===== src/hdl/gb3_pkg.sv =====
// Package for the 3x3 Gaussian blur unit: widths, types, register codes, kernel function.
`timescale 1ns / 1ps
package gb3_pkg;

  localparam int GB3_MAX_WIDTH  = 1024;
  localparam int GB3_MAX_HEIGHT = 1024;
  localparam int CFG_W          = 11;
  localparam int CFG_IDX_W      = 1;
  localparam int COORD_W        = 10;
  localparam int FIFO_DEPTH     = 4;
  localparam int FIFO_PTR_W     = $clog2(FIFO_DEPTH);
  localparam int FIFO_CNT_W     = FIFO_PTR_W + 1;

  localparam logic [CFG_W-1:0] IMG_WIDTH_RST  = CFG_W'(640);
  localparam logic [CFG_W-1:0] IMG_HEIGHT_RST = CFG_W'(480);

  typedef enum logic [CFG_IDX_W-1:0] {
    CFG_IMG_WIDTH  = 1'b0,
    CFG_IMG_HEIGHT = 1'b1
  } cfg_idx_e;

  typedef struct packed {
    logic [7:0] r;
    logic [7:0] g;
    logic [7:0] b;
  } pix_t;

  typedef struct packed {
    logic [COORD_W-1:0] col;
    logic [COORD_W-1:0] row;
    pix_t               pix;
    logic               is_border;
    logic               last_of_run;
  } result_t;

  typedef struct packed {
    logic [1:0] n;
    result_t    first;
    result_t    second;
  } push_t;

  // 1-2-1 x 1-2-1 kernel on one channel, sum divided by 16
  function automatic logic [7:0] blur_chan(
    input logic [7:0] lt, input logic [7:0] lm, input logic [7:0] lb,
    input logic [7:0] ct, input logic [7:0] cm, input logic [7:0] cb,
    input logic [7:0] rt, input logic [7:0] rm, input logic [7:0] rb
  );
    logic [9:0]  sl;
    logic [9:0]  sc;
    logic [9:0]  sr;
    logic [11:0] tot;
    sl  = 10'(lt) + {1'b0, lm, 1'b0} + 10'(lb);
    sc  = 10'(ct) + {1'b0, cm, 1'b0} + 10'(cb);
    sr  = 10'(rt) + {1'b0, rm, 1'b0} + 10'(rb);
    tot = 12'(sl) + {1'b0, sc, 1'b0} + 12'(sr);
    return tot[11:4];
  endfunction

endpackage


===== src/hdl/gb3_if.sv =====


interface gb3_res_if;
  logic       valid;
  logic       ready;
  logic [9:0] pixel_col;
  logic [9:0] pixel_row;
  logic [7:0] blue_out;
  logic [7:0] green_out;
  logic [7:0] red_out;
  logic       is_border;
  logic       last_of_run;

  modport source (output valid, pixel_col, pixel_row, blue_out, green_out, red_out,
                  is_border, last_of_run, input ready);
  modport sink   (input valid, pixel_col, pixel_row, blue_out, green_out, red_out,
                  is_border, last_of_run, output ready);
endinterface


===== src/hdl/gb3_res_fifo.sv =====
// Result queue: takes up to two results a cycle, drives the result channel.
`timescale 1ns / 1ps
module gb3_res_fifo
  import gb3_pkg::*;
(
  input  logic         clk_i,
  input  logic         rst_ni,
  input  push_t        push_i,
  output logic         room_o,
  gb3_res_if.source    res_o
);

  result_t                 slot_q [FIFO_DEPTH];
  logic [FIFO_PTR_W-1:0]   wr_ptr_q, wr_ptr_d;
  logic [FIFO_PTR_W-1:0]   rd_ptr_q, rd_ptr_d;
  logic [FIFO_CNT_W-1:0]   count_q, count_d;
  logic                    pop;
  result_t                 head;

  assign room_o = count_q <= FIFO_CNT_W'(FIFO_DEPTH - 2);
  assign pop    = res_o.valid && res_o.ready;
  assign head   = slot_q[rd_ptr_q];

  assign res_o.valid       = count_q != '0;
  assign res_o.pixel_col   = head.col;
  assign res_o.pixel_row   = head.row;
  assign res_o.blue_out    = head.pix.b;
  assign res_o.green_out   = head.pix.g;
  assign res_o.red_out     = head.pix.r;
  assign res_o.is_border   = head.is_border;
  assign res_o.last_of_run = head.last_of_run;

  always_comb begin
    wr_ptr_d = wr_ptr_q + FIFO_PTR_W'(push_i.n);
    rd_ptr_d = rd_ptr_q + FIFO_PTR_W'(pop);
    count_d  = count_q + FIFO_CNT_W'(push_i.n) - FIFO_CNT_W'(pop);
  end

  always_ff @(posedge clk_i) begin
    if (push_i.n != 2'd0) begin
      slot_q[wr_ptr_q] <= push_i.first;
    end
    if (push_i.n == 2'd2) begin
      slot_q[FIFO_PTR_W'(wr_ptr_q + FIFO_PTR_W'(1))] <= push_i.second;
    end
  end

  always_ff @(posedge clk_i or negedge rst_ni) begin
    if (!rst_ni) begin
      wr_ptr_q <= '0;
      rd_ptr_q <= '0;
      count_q  <= '0;
    end else begin
      wr_ptr_q <= wr_ptr_d;
      rd_ptr_q <= rd_ptr_d;
      count_q  <= count_d;
    end
  end

endmodule


===== src/flat_wrapper.sv =====
// flat-port wrapper written by rule: the top's interface ports become plain ports
module gb3_res_fifo_flat import gb3_pkg::*;
  (clk_i, rst_ni, push_i, room_o, res_o_valid, res_o_pixel_col, res_o_pixel_row, res_o_blue_out, res_o_green_out, res_o_red_out, res_o_is_border, res_o_last_of_run, res_o_ready);
  gb3_res_if res_o_i ();
  input  logic clk_i;
  input  logic rst_ni;
  input  push_t push_i;
  output logic room_o;
  output wire logic [$bits(res_o_i.valid)-1:0] res_o_valid;
  output wire logic [$bits(res_o_i.pixel_col)-1:0] res_o_pixel_col;
  output wire logic [$bits(res_o_i.pixel_row)-1:0] res_o_pixel_row;
  output wire logic [$bits(res_o_i.blue_out)-1:0] res_o_blue_out;
  output wire logic [$bits(res_o_i.green_out)-1:0] res_o_green_out;
  output wire logic [$bits(res_o_i.red_out)-1:0] res_o_red_out;
  output wire logic [$bits(res_o_i.is_border)-1:0] res_o_is_border;
  output wire logic [$bits(res_o_i.last_of_run)-1:0] res_o_last_of_run;
  input wire logic [$bits(res_o_i.ready)-1:0] res_o_ready;
  assign res_o_valid = res_o_i.valid;
  assign res_o_pixel_col = res_o_i.pixel_col;
  assign res_o_pixel_row = res_o_i.pixel_row;
  assign res_o_blue_out = res_o_i.blue_out;
  assign res_o_green_out = res_o_i.green_out;
  assign res_o_red_out = res_o_i.red_out;
  assign res_o_is_border = res_o_i.is_border;
  assign res_o_last_of_run = res_o_i.last_of_run;
  assign res_o_i.ready = res_o_ready;
  gb3_res_fifo u_core (.clk_i(clk_i), .rst_ni(rst_ni), .push_i(push_i), .room_o(room_o), .res_o(res_o_i));
endmodule

===== config.mk =====
export PLATFORM = sky130hd
export DESIGN_NAME = gb3_res_fifo_flat
export DESIGN_NICKNAME = d
export VERILOG_FILES = /design/src/hdl/gb3_pkg.sv /design/src/hdl/gb3_if.sv /design/src/hdl/gb3_res_fifo.sv /design/src/flat_wrapper.sv
export SDC_FILE = /design/constraint.sdc
export NUM_CORES = 1
export LEC_CHECK = 0
export BUFFER_PORTS_ARGS = -buffer_cell sky130_fd_sc_hd__buf_2
export CORE_AREA = 2 2 218 134
export CTS_BUF_LIST = sky130_fd_sc_hd__clkbuf_16
export CTS_CLUSTER_SIZE = 8
export DETAILED_ROUTE_END_ITERATION = 7
export DIE_AREA = 0 0 220 136
export GPL_TIMING_DRIVEN = 0
export PLACE_DENSITY = 0.64
export SYNTH_ARGS = -nofsm -noshare
export SYNTH_HDL_FRONTEND = slang
export SYNTH_SLANG_ARGS = --single-unit

===== constraint.sdc =====
create_clock -name clk_i -period 6.2 [get_ports clk_i]
set_input_delay 1.24 -clock clk_i [delete_from_list [all_inputs] [get_ports clk_i]]
set_output_delay 1.24 -clock clk_i [all_outputs]
set_load 0.1 [all_outputs]

Word level (Yosys, flattened, before mapping)
Memories as Yosys holds them, arrays and structs flattened.
Index checks and enable logic that the tools add are counted.
{"block": "totals", "ff_bits": 7, "latch_bits": 0, "ramBits": 184, "mem_bits_ro": 0, "inputBits": 97, "output_inout_bits": 48, "memories": 1}
{"memory": "u_core.slot_q", "words": 4, "width": 46, "rd": 1, "rd_ports_with_merged_regs": 0, "write_ports": 2, "line": "gb3_res_fifo.sv:13", "source": "result_t slot_q [FIFO_DEPTH];"}
{"block": "op_classes", "add_sub_neg": 5, "n_mul": 0, "n_div": 0, "magnitude_cmp": 1, "n_eq_ne": 1, "shift": 0, "mux": 4, "bitwise_logic": 0, "reduce_logical": 3}
{"op": "2-to-1 mux 1 bit", "n": 4}
{"op": "adder 3 x 2 -> 3 bit", "n": 1}
{"op": "less-or-equal comparator 3 x 2 -> 1 bit (second input constant)", "n": 1}
{"op": "nonzero test 3 bit", "n": 1}
{"op": "subtractor 3 x 1 -> 3 bit", "n": 1}
{"op": "adder 2 x 1 -> 2 bit", "n": 1}
{"op": "adder 2 x 1 -> 2 bit (second input constant)", "n": 1}
{"op": "adder 2 bit", "n": 1}
{"op": "equality test 2 bit (second input constant)", "n": 1}
{"op": "nonzero test 2 bit", "n": 1}
{"op": "logical AND 1 bit", "n": 1}

Logic depth before layout (Yosys ltp)
Gate-level depths: netlist of the first run.
{"block": "depth", "ltp_word": 3, "mapped_depth": 7, "depth_no_buf": 6}

Least setup slack after synthesis of the first run
Ideal clock, no wire load.
{"block": "synth_path", "path_kind": "in2reg", "start": "input push_i[93] (netlist bit)", "end": "memory u_core.slot_q[0][0] (netlist bit), enable pin", "setup_ps": 513, "arrival_time_ps": 4739, "path_slack_ps": 948, "stages": 3, "n_path_buf": 1, "cell_sequence": "clkbuf_2 -> o21bai_1 -> o21ai_0"}
{"element": "start, declared", "line": "flat_wrapper.sv:7", "source": "input push_t push_i;"}
{"element": "end, declared", "line": "gb3_res_fifo.sv:13"}

Worst setup path in the final report of the first run
{"block": "layout_path", "start": "register u_core.rd_ptr_q[0]", "end": "output res_o_pixel_row[8]"}
{"block": "layout_between", "elab_chain_len": 1}
{"element": "start, declared", "line": "gb3_res_fifo.sv:15", "source": "logic [FIFO_PTR_W-1:0] rd_ptr_q, rd_ptr_d;"}
{"element": "start signal, assigned", "line": "gb3_res_fifo.sv:55", "source": "rd_ptr_q <= rd_ptr_d;"}
{"element": "memory (4 x 46 bit)"}
{"element": "end, declared", "line": "flat_wrapper.sv:11", "source": "output wire logic [$bits(res_o_i.pixel_row)-1:0] res_o_pixel_row;"}
Every way passes these cells.

==> flow_metrics.env, run 1 <==
export IMPL_fill_cells=2518
export IMPL_num_rows=48
export IMPL_hold_class="flip-flop to flip-flop"
export IMPL_nets=753
export IMPL_hold_violations=0
export IMPL_post_cts_buffers=0
export IMPL_grt_pass1_vias=5683
export IMPL_clock_sinks=191
export IMPL_ant_nets=0
export IMPL_core_area_um2=28100
export IMPL_ys_ff_latch=191
export IMPL_die_w_um=220
export IMPL_yosys_top_cells_count="184 x edfxtp_1, 115 x mux2_2, 69 x mux2_4"
export IMPL_critical_path_class="flip-flop to output pin"
export IMPL_synth_cell_type_count=28
export IMPL_grtUsageTotal_pct=16.1
export IMPL_synth_top_area_cell="edfxtp_1"
export IMPL_synth_edff_count=184
export IMPL_synthFlopType="edfxtp_1"
export IMPL_vias_per_cell=4.96
export IMPL_crit_required_ns=4.96
export IMPL_crit_top_cell="buf_4"
export IMPL_cts_tree="yes"
export IMPL_root_buffer="clkbuf_16"
export IMPL_die_height_um=136
export IMPL_cp_slowest_cell="mux4_2"
export IMPL_slew_headroom_pct=37.4
export IMPL_routabilityCongestion=0.720
export IMPL_max_stage_delay_ns=0.58
export IMPL_dieArea_um2=29900
export IMPL_synth_avg_cell_area_um2=19.9
export IMPL_clk_latency_ns=0.43
export IMPL_yosysTopAreaCellShare_pct=57.3
export IMPL_grt_first_pass_wirelength_um=34400
export IMPL_wl_um=23200
export IMPL_hold_buffers=0
export IMPL_area_growth_pct=20.1
export IMPL_htreeDepth=4
export IMPL_post_synth_top_count_cell="edfxtp_1"
export IMPL_critPathLaunchType="flip-flop"
export IMPL_path_max_fanout=10
export IMPL_drc=0
export IMPL_vias=5183
export IMPL_crit_chain="buf_4 > buf_4 > mux4_2 > buf_2"
export IMPL_grt_setup_unrepaired="false"
export IMPL_clkSlewWorstSetupHoldPaths_ns=0.06
export IMPL_syn_area_um2=9650
export IMPL_final_cells=1045
export IMPL_first_iter_violations=366
export IMPL_worstMarginPinSlew_ns=0.937
export IMPL_synthTopCellsByArea="edfxtp_1 57%, mux2_2 13%, mux2_4 11%"
export IMPL_post_dp_cell_area_um2=11000
export IMPL_worstPathArrival_ns=2.32
export IMPL_syn_num_nets=585
export IMPL_cts_buffers=17
export IMPL_netlist_instances=484
export IMPL_cts_resized=0
export IMPL_grt_overflow=0
export IMPL_status="complete, no violations"
export IMPL_fin_skew_ns=0.00628
export IMPL_grt_antenna_before_repair=8
export IMPL_place_inst=1008
export IMPL_start_util_pct=34.3
export IMPL_stdcell_area_um2=11600
export IMPL_final_core_util_pct=41.2
export IMPL_period_needed_ns=3.56
export IMPL_finalCritPeriodShare_pct=57.4
export IMPL_drtPass1Iterations=8
export IMPL_ys_warn_count=0
export IMPL_setup_viol_count_final=0
export IMPL_end_kind="output pin"
export IMPL_grt_start_max_net_pins=25
export IMPL_ios=145
export IMPL_fmaxAchievable_mhz=281
export IMPL_io_buffers=143
export IMPL_yosysSeqAreaShare_pct=59.1
export IMPL_clock_path_buffers=2
export IMPL_drive_gt1_share_pct=67.1
export IMPL_dp_hpwl_um=16100
export IMPL_drv_slew=0
export IMPL_wl_per_cell_um=22.2
export IMPL_maxCapViolCount=0
export IMPL_synthArstFlopShare_pct=3.66
## worst max-delay path: cells and delay by family, from the launching register on
family	cells	cell delay [ns]
buf+inv	3	0.91
flops	1	0.40
mux	1	0.58
## cell usage in the layout (no fill, tap or decap), drive strengths merged, types with 3 or more instances in the layout
cell type and n:
ha 3, clkinv 8, clkbuf 19, inv 8, mux4 46, buf 179, edfxtp 184, xnor2 6
mux2 184, dfrtp 7, diode 5
## final timing paths
path | slack [ns] | cells after the start | startpoint | to
max | 2.64 | 4 | u_core.rd_ptr_q[0] | res_o_pixel_row[8]
min | 0.59 | 1 | u_core.count_q[2] | u_core.count_q[2]
max reg2reg | 4.09 | 6 | u_core.wr_ptr_q[1] | u_core.slot_q[2][29]
min reg2reg | 0.59 | 1 | u_core.count_q[2] | u_core.count_q[2]
max in group asynchronous | 5.41 | 1 | rst_ni | u_core.rd_ptr_q[0]
min in group asynchronous | 0.63 | 1 | rst_ni | u_core.count_q[0]
## final cells by class
| cell class | instances | area [um2] | share of cell area [%] |
|---|---|---|---|
| buffer | 32 | 314 | 2.71 |
| clock inverter | 15 | 143 | 1.23 |
| clock buffer | 17 | 425 | 3.67 |
| antenna | 5 | 12.5 | 0.108 |
| inverter | 4 | 15.0 | 0.130 |
| sequential | 191 | 5700 | 49.2 |
| tap | 375 | 469 | 4.05 |
| timing repair buffer | 149 | 851 | 7.35 |
| multi-input combinational | 257 | 3650 | 31.5 |
## flip-flops by register name, summed over array words and instances, names as in the netlist
signal           count
u_core.slot_q      184
u_core.wr_ptr_q      2
u_core.rd_ptr_q      2
u_core.count_q       3
## through the flow
| stage | setup slack, ns | hold WS, ns | TNS, ns |
|---|---|---|---|
| after global routing | 2.50 | 0.609 | 0 |
| after floorplan | 0.948 | 0.512 | 0 |
| after global placement | -2.34 | 0.533 | -108.03 |
| final | 2.64 | 0.589 | 0 |
| after detailed placement | 3.02 | 0.579 | 0 |
| after CTS | 2.54 | 0.589 | 0 |
## routing by layer
metal	share of wire [%]	up-vias	GRT usage, %
li1	-	2331	-
met1	44	2683	20.7
met2	48	138	26.5
met3	6.5	25	5.06
met4	1.3	6	4.06
met5	0.18	-	0
## logic make-up (layout without fill, tap and decap cells)
logic type                 count (synthesis)  after routing  share of synthesized area, %
other                                      0              5                             0
AOI/OAI and AO/OA                          7              7                         0.480
DFF                                      191            191                          59.1
xor gates and xnor gates                   6              6                         0.545
adders and majority gates                  4              4                         0.597
and+or+nand+nor                            8              8                         0.752
muxes                                    232            232                          35.1
buffers and inverters                     36            217                          3.41
Power of run 1 is left out: the tool's default activity adds up to more than one toggle a clock period on the data nets, which glitch-free logic cannot reach.
==> inputs of run 2 (changes only) <==
ABC_AREA = 1   (was default)
clock period = 3.6 ns   (was 6.2 ns; I/O delays follow)
==> run 2 against run 1 <==
  * Global-route usage up 3.8 points
  * Synthesized area up 0.26%
  * Clock skew up 0.0066 ns
  * Critical path type unchanged
  * Critical endpoint is now res_o_pixel_row[1]
  * Highest routed layer is now met4
==> flow_metrics.env, run 2 <==
export IMPL_cp_slowest_cell="buf_2"
export IMPL_routabilityCongestion=0.812
export IMPL_hold_class="input pin to async pin"
export IMPL_clk_latency_ns=0.46
export IMPL_regMostFlops="u_core.slot_q"
export IMPL_crit_required_ns=2.88
export IMPL_status="complete, no violations"
export IMPL_path_max_fanout=10
export IMPL_clock_sinks=191
export IMPL_drive_gt1_share_pct=25.2
export IMPL_cts_buffers=17
export IMPL_critical_path_class="flip-flop to output pin"
export IMPL_end_kind="output pin"
export IMPL_setup_viol_count_final=0
export IMPL_drtPass1Iterations=5
export IMPL_drc=0
export IMPL_top_regs="u_core.slot_q: 184 flops, u_core.count_q: 3 flops"
export IMPL_dp_hpwl_um=20100
export IMPL_cts_resized=0
export IMPL_post_cts_buffers=0
export IMPL_crit_top_cell="buf_2"
export IMPL_rr_endpoint="u_core.slot_q[1][19]"
export IMPL_antenna_cells=0
export IMPL_die_height_um=136
export IMPL_first_iter_violations=748
export IMPL_grt_antenna_before_repair=0
export IMPL_vias=7885
export IMPL_path_buf_inv=5
export IMPL_slew_headroom_pct=42.8
export IMPL_setup_worst_path_start="u_core.rd_ptr_q[0]"
export IMPL_place_worst_setup_slack_ns=0.740
export IMPL_largest_reg_flops=184
export IMPL_die_w_um=220
export IMPL_area_growth_pct=18.8
export IMPL_layout_commonest_cell="nand2_1"
export IMPL_place_inst=1528
export IMPL_worstPathArrival_ns=2.62
export IMPL_rrSetupSlack_ns=1.17
export IMPL_hold_violations=0
export IMPL_io_buffers=144
export IMPL_critPathLaunchType="flip-flop"
export IMPL_dieArea_um2=29900
export IMPL_yosysSeqAreaShare_pct=58.9
export IMPL_vias_per_cell=5.06
export IMPL_grtUsageTotal_pct=19.9
export IMPL_synthFlopType="edfxtp_1"
export IMPL_grt_setup_unrepaired="false"
export IMPL_fin_skew_ns=0.0129
export IMPL_grt_start_max_net_pins=28
export IMPL_maxCapViolCount=0
export IMPL_synth_avg_cell_area_um2=9.62
export IMPL_period_needed_ns=3.34
export IMPL_yosys_top_cells_count="207 x nand2_1, 184 x edfxtp_1, 170 x o21ai_0"
export IMPL_nets=1273
export IMPL_htreeDepth=4
export IMPL_max_stage_delay_ns=0.49
export IMPL_synth_top_area_cell="edfxtp_1"
export IMPL_hold_buffers=0
export IMPL_yosysTopAreaCellShare_pct=57.1
export IMPL_synth_edff_count=184
export IMPL_cts_tree="yes"
export IMPL_synth_cell_type_count=22
export IMPL_syn_area_um2=9670
export IMPL_final_cell_mix="203 x nand2_1, 184 x edfxtp_1, 170 x buf_2, 140 x nor2_1, 137 x o21ai_0"
export IMPL_crit_chain="buf_2 > inv_2 > buf_2 > clkbuf_1 > o21ai_0 > o21ai_1 > buf_2"
export IMPL_synthTopCellsByArea="edfxtp_1 57%, o21ai_0 8.8%, nand2_1 8.0%"
export IMPL_start_util_pct=34.4
export IMPL_netlist_instances=1005
export IMPL_grt_overflow=0
export IMPL_r2r_start="u_core.wr_ptr_q[1]"
export IMPL_core_area_um2=28100
export IMPL_fin_tns_setup_ns=0
export IMPL_wl_um=28600
export IMPL_critPathTopFamily="buffers and inverters"
export IMPL_grt_first_pass_wirelength_um=43500
export IMPL_r2r_cells=5
export IMPL_clock_path_buffers=2
export IMPL_clkSlewWorstSetupHoldPaths_ns=0.06
export IMPL_grt_pass1_vias=7443
export IMPL_wl_per_cell_um=18.4
export IMPL_fmaxAchievable_mhz=299
export IMPL_worstMarginPinSlew_ns=0.856
export IMPL_ys_warn_count=0
export IMPL_root_buffer="clkbuf_16"
export IMPL_ant_nets=0
export IMPL_final_core_util_pct=40.9
export IMPL_worst_slack_ns=0.261
export IMPL_ios=145
export IMPL_ys_ff_latch=191
export IMPL_post_synth_top_count_cell="nand2_1"
export IMPL_synthArstFlopShare_pct=3.66
export IMPL_finalCritPeriodShare_pct=92.8
export IMPL_final_cells=1559
export IMPL_num_rows=48
export IMPL_syn_num_nets=1106
export IMPL_drv_slew=0
## run 2: cell types whose count changed in the layout (fill, tap and decap cells not counted), moves of 60 or more
cell and delta:
nand2_1 +203, nor2_1 +140, o21ai_0 +136, o21ai_1 +126, mux2_2 -115, mux2_4 -69
o21ai_2 +60
## run 2: cell families after synthesis
kind of cell / after synthesis / share of synthesized area [%]
flip-flops: 191 / 58.9
AND/OR/NAND/NOR: 356 / 14.0
adder cells (fa/ha/maj): 4 / 0.595
AO/OA/AOI/OAI: 324 / 19.1
buffers and inverters: 128 / 7.18
XOR/XNOR: 2 / 0.181
## run 2: layout make-up
type                       instances  area, um2
fill                            2791      16600
sequential                       191       5700
multi-input combinational        686       3290
timing repair buffer             148        808
buffer                            71        480
tap                              375        469
clock buffer                      17        425
inverter                          57        214
clock inverter                    14        105
## run 2: worst max-delay path by stage
stage / to / slack [ns] / cells past startpoint
2_1_floorplan: res_o_pixel_col[0] / 0.60 / 5
3_3_place_gp: u_core.slot_q[0][23] / -0.34 / 5
3_5_place_dp: res_o_pixel_row[4] / 0.74 / 6
4_1_cts: res_o_pixel_row[1] / 0.25 / 7
5_1_grt: res_o_pixel_row[1] / 0.09 / 7
6_report: res_o_pixel_row[1] / 0.26 / 7
## run 2: worst register-to-register path: stages, from the launching register on
cell and delay, ns:
dfrtp_1 0.47, nor2_1 0.10, nand2_1 0.12, clkbuf_1 0.51
nand2_2 0.59, buf_12 0.37
## run 2: layer usage
metal | GRT usage (%) | vias to the layer above | routed length [um]
li1 | - | 3778 | -
met5 | 0 | - | 0
met1 | 28.3 | 3734 | 13100
met3 | 4.27 | 32 | 2370
met4 | 6.08 | 0 | 411
met2 | 30.4 | 341 | 12800
## run 2: stage by stage
step	cell area [um2]	hold WS, ns
finish	11500	0.0970
global route	11500	0.0922
CTS	11500	0.0795
detailed placement	11000	0.500
global placement	10900	0.497
floorplan	9670	0.424
Power of run 2 is left out for the same reason.
==> inputs of run 3 (changes only) <==
RECOVER_POWER = 50   (was default)
==> run 3 against run 2 <==
  * The run now ends with max-capacitance violations, max-slew violations left
  * Final cell count is the same
  * Clock skew shrank 0.0015 ns
  * Design area shrank 3.0%
  * Setup slack gained 0.017 ns
  * Via count grew 0.24%
  * Highest routed layer unchanged
==> flow_metrics.env, run 3 (synthesis gave the netlist of run 2 again) <==
export IMPL_core_area_um2=28100
export IMPL_vias_per_cell=5.07
export IMPL_ios=145
export IMPL_wl_per_cell_um=18.5
export IMPL_hold_buffers=0
export IMPL_fin_tns_setup_ns=0
export IMPL_cts_buffers=17
export IMPL_crit_required_ns=2.88
export IMPL_clock_path_buffers=2
export IMPL_grt_pass1_vias=7443
export IMPL_cts_tree="yes"
export IMPL_layout_commonest_cell="o21ai_0"
export IMPL_num_rows=48
export IMPL_cts_resized=0
export IMPL_path_max_fanout=10
export IMPL_post_dp_cell_area_um2=11000
export IMPL_htreeDepth=4
export IMPL_hold_violations=0
export IMPL_status="finished, violations left"
export IMPL_area_growth_pct=15.3
export IMPL_clock_sinks=191
export IMPL_io_buffers=144
export IMPL_fmaxAchievable_mhz=301
export IMPL_failed_checks="max-capacitance violations, max-slew violations"
export IMPL_place_worst_setup_slack_ns=0.740
export IMPL_setup_viol_count_final=0
export IMPL_drive_gt1_share_pct=18.2
export IMPL_end_kind="output pin"
export IMPL_largest_reg_flops=184
export IMPL_grt_setup_unrepaired="false"
export IMPL_worst_slack_ns=0.277
export IMPL_regMostFlops="u_core.slot_q"
export IMPL_finalCritPeriodShare_pct=92.3
export IMPL_worstPathArrival_ns=2.60
export IMPL_antenna_cells=0
export IMPL_clk_latency_ns=0.46
export IMPL_dp_hpwl_um=20100
export IMPL_critPathLaunchType="flip-flop"
export IMPL_clkSlewWorstSetupHoldPaths_ns=0.06
export IMPL_hold_class="input pin to async pin"
export IMPL_grtUsageTotal_pct=19.9
export IMPL_routabilityCongestion=0.812
export IMPL_top_regs="u_core.slot_q: 184 flops, u_core.count_q: 3 flops"
export IMPL_final_cell_mix="258 x o21ai_0, 204 x nand2_1, 184 x edfxtp_1, 164 x buf_2, 142 x nor2_1"
export IMPL_nets=1273
export IMPL_final_cells=1559
export IMPL_first_iter_violations=747
export IMPL_ant_nets=0
export IMPL_dieArea_um2=29900
export IMPL_grt_start_max_net_pins=28
export IMPL_vias=7904
export IMPL_wl_um=28800
export IMPL_period_needed_ns=3.32
export IMPL_drtPass1Iterations=5
export IMPL_die_w_um=220
export IMPL_grt_overflow=0
export IMPL_grt_antenna_before_repair=0
export IMPL_die_height_um=136
export IMPL_start_util_pct=34.4
export IMPL_root_buffer="clkbuf_16"
export IMPL_drv_slew=24
export IMPL_stdcell_area_um2=11100
export IMPL_post_cts_buffers=0
export IMPL_critical_path_class="flip-flop to output pin"
export IMPL_worstMarginPinSlew_ns=1.50
export IMPL_place_inst=1528
export IMPL_drc=0
export IMPL_maxCapViolCount=1
export IMPL_grt_first_pass_wirelength_um=43500
export IMPL_slew_headroom_pct=-0.239
export IMPL_fin_skew_ns=0.0114
run 3: final timing paths:
| kind | to | startpoint | slack [ns] | cells past startpoint |
|---|---|---|---|---|
| hold reg to reg | u_core.rd_ptr_q[1] | u_core.rd_ptr_q[1] | 0.51 | 2 |
| setup reg to reg | u_core.slot_q[3][22] | u_core.wr_ptr_q[1] | 0.64 | 6 |
| min in group clk_i | u_core.rd_ptr_q[1] | u_core.rd_ptr_q[1] | 0.51 | 2 |
| setup / recovery | res_o_red_out[3] | u_core.rd_ptr_q[1] | 0.28 | 6 |
| max in group asynchronous | u_core.rd_ptr_q[0] | rst_ni | 3.16 | 1 |
| hold / removal | u_core.count_q[0] | rst_ni | 0.16 | 1 |
run 3: worst max-delay path, stage by stage, from the launching register on:
cell,delay (ns)
dfrtp_1,0.40
inv_1,0.10
buf_2,0.26
clkbuf_1,0.41
o21ai_0,0.16
o21ai_1,0.32
buf_2,0.50
run 3: routing by layer:
layer | vias up | part of all wire, % | global-route usage (%)
met4 | 0 | 1.4 | 6.08
met2 | 320 | 45 | 30.4
met1 | 3780 | 46 | 28.3
met5 | - | 0 | 0
met3 | 36 | 7.7 | 4.27
li1 | 3768 | - | -
run 3: final cells by class:
cell class                      count  area (um2)
Clock inverter                     14         105
Sequential cell                   191        5700
Tap cell                          375         469
Fill cell                        2888       17000
Buffer                             71         343
Multi-Input combinational cell    686        3080
Timing Repair Buffer              148         806
Inverter                           57         214
Clock buffer                       17         425
run 3: through the flow:
step / utilization [%] / hold slack [ns]
6_report: 39.7 / 0.162
5_1_grt: 39.7 / 0.180
4_1_cts: 40.9 / 0.0795
3_5_place_dp: 39.0 / 0.500
3_3_place_gp: 38.6 / 0.497
2_1_floorplan: - / 0.424
Power of run 3 is left out for the same reason.
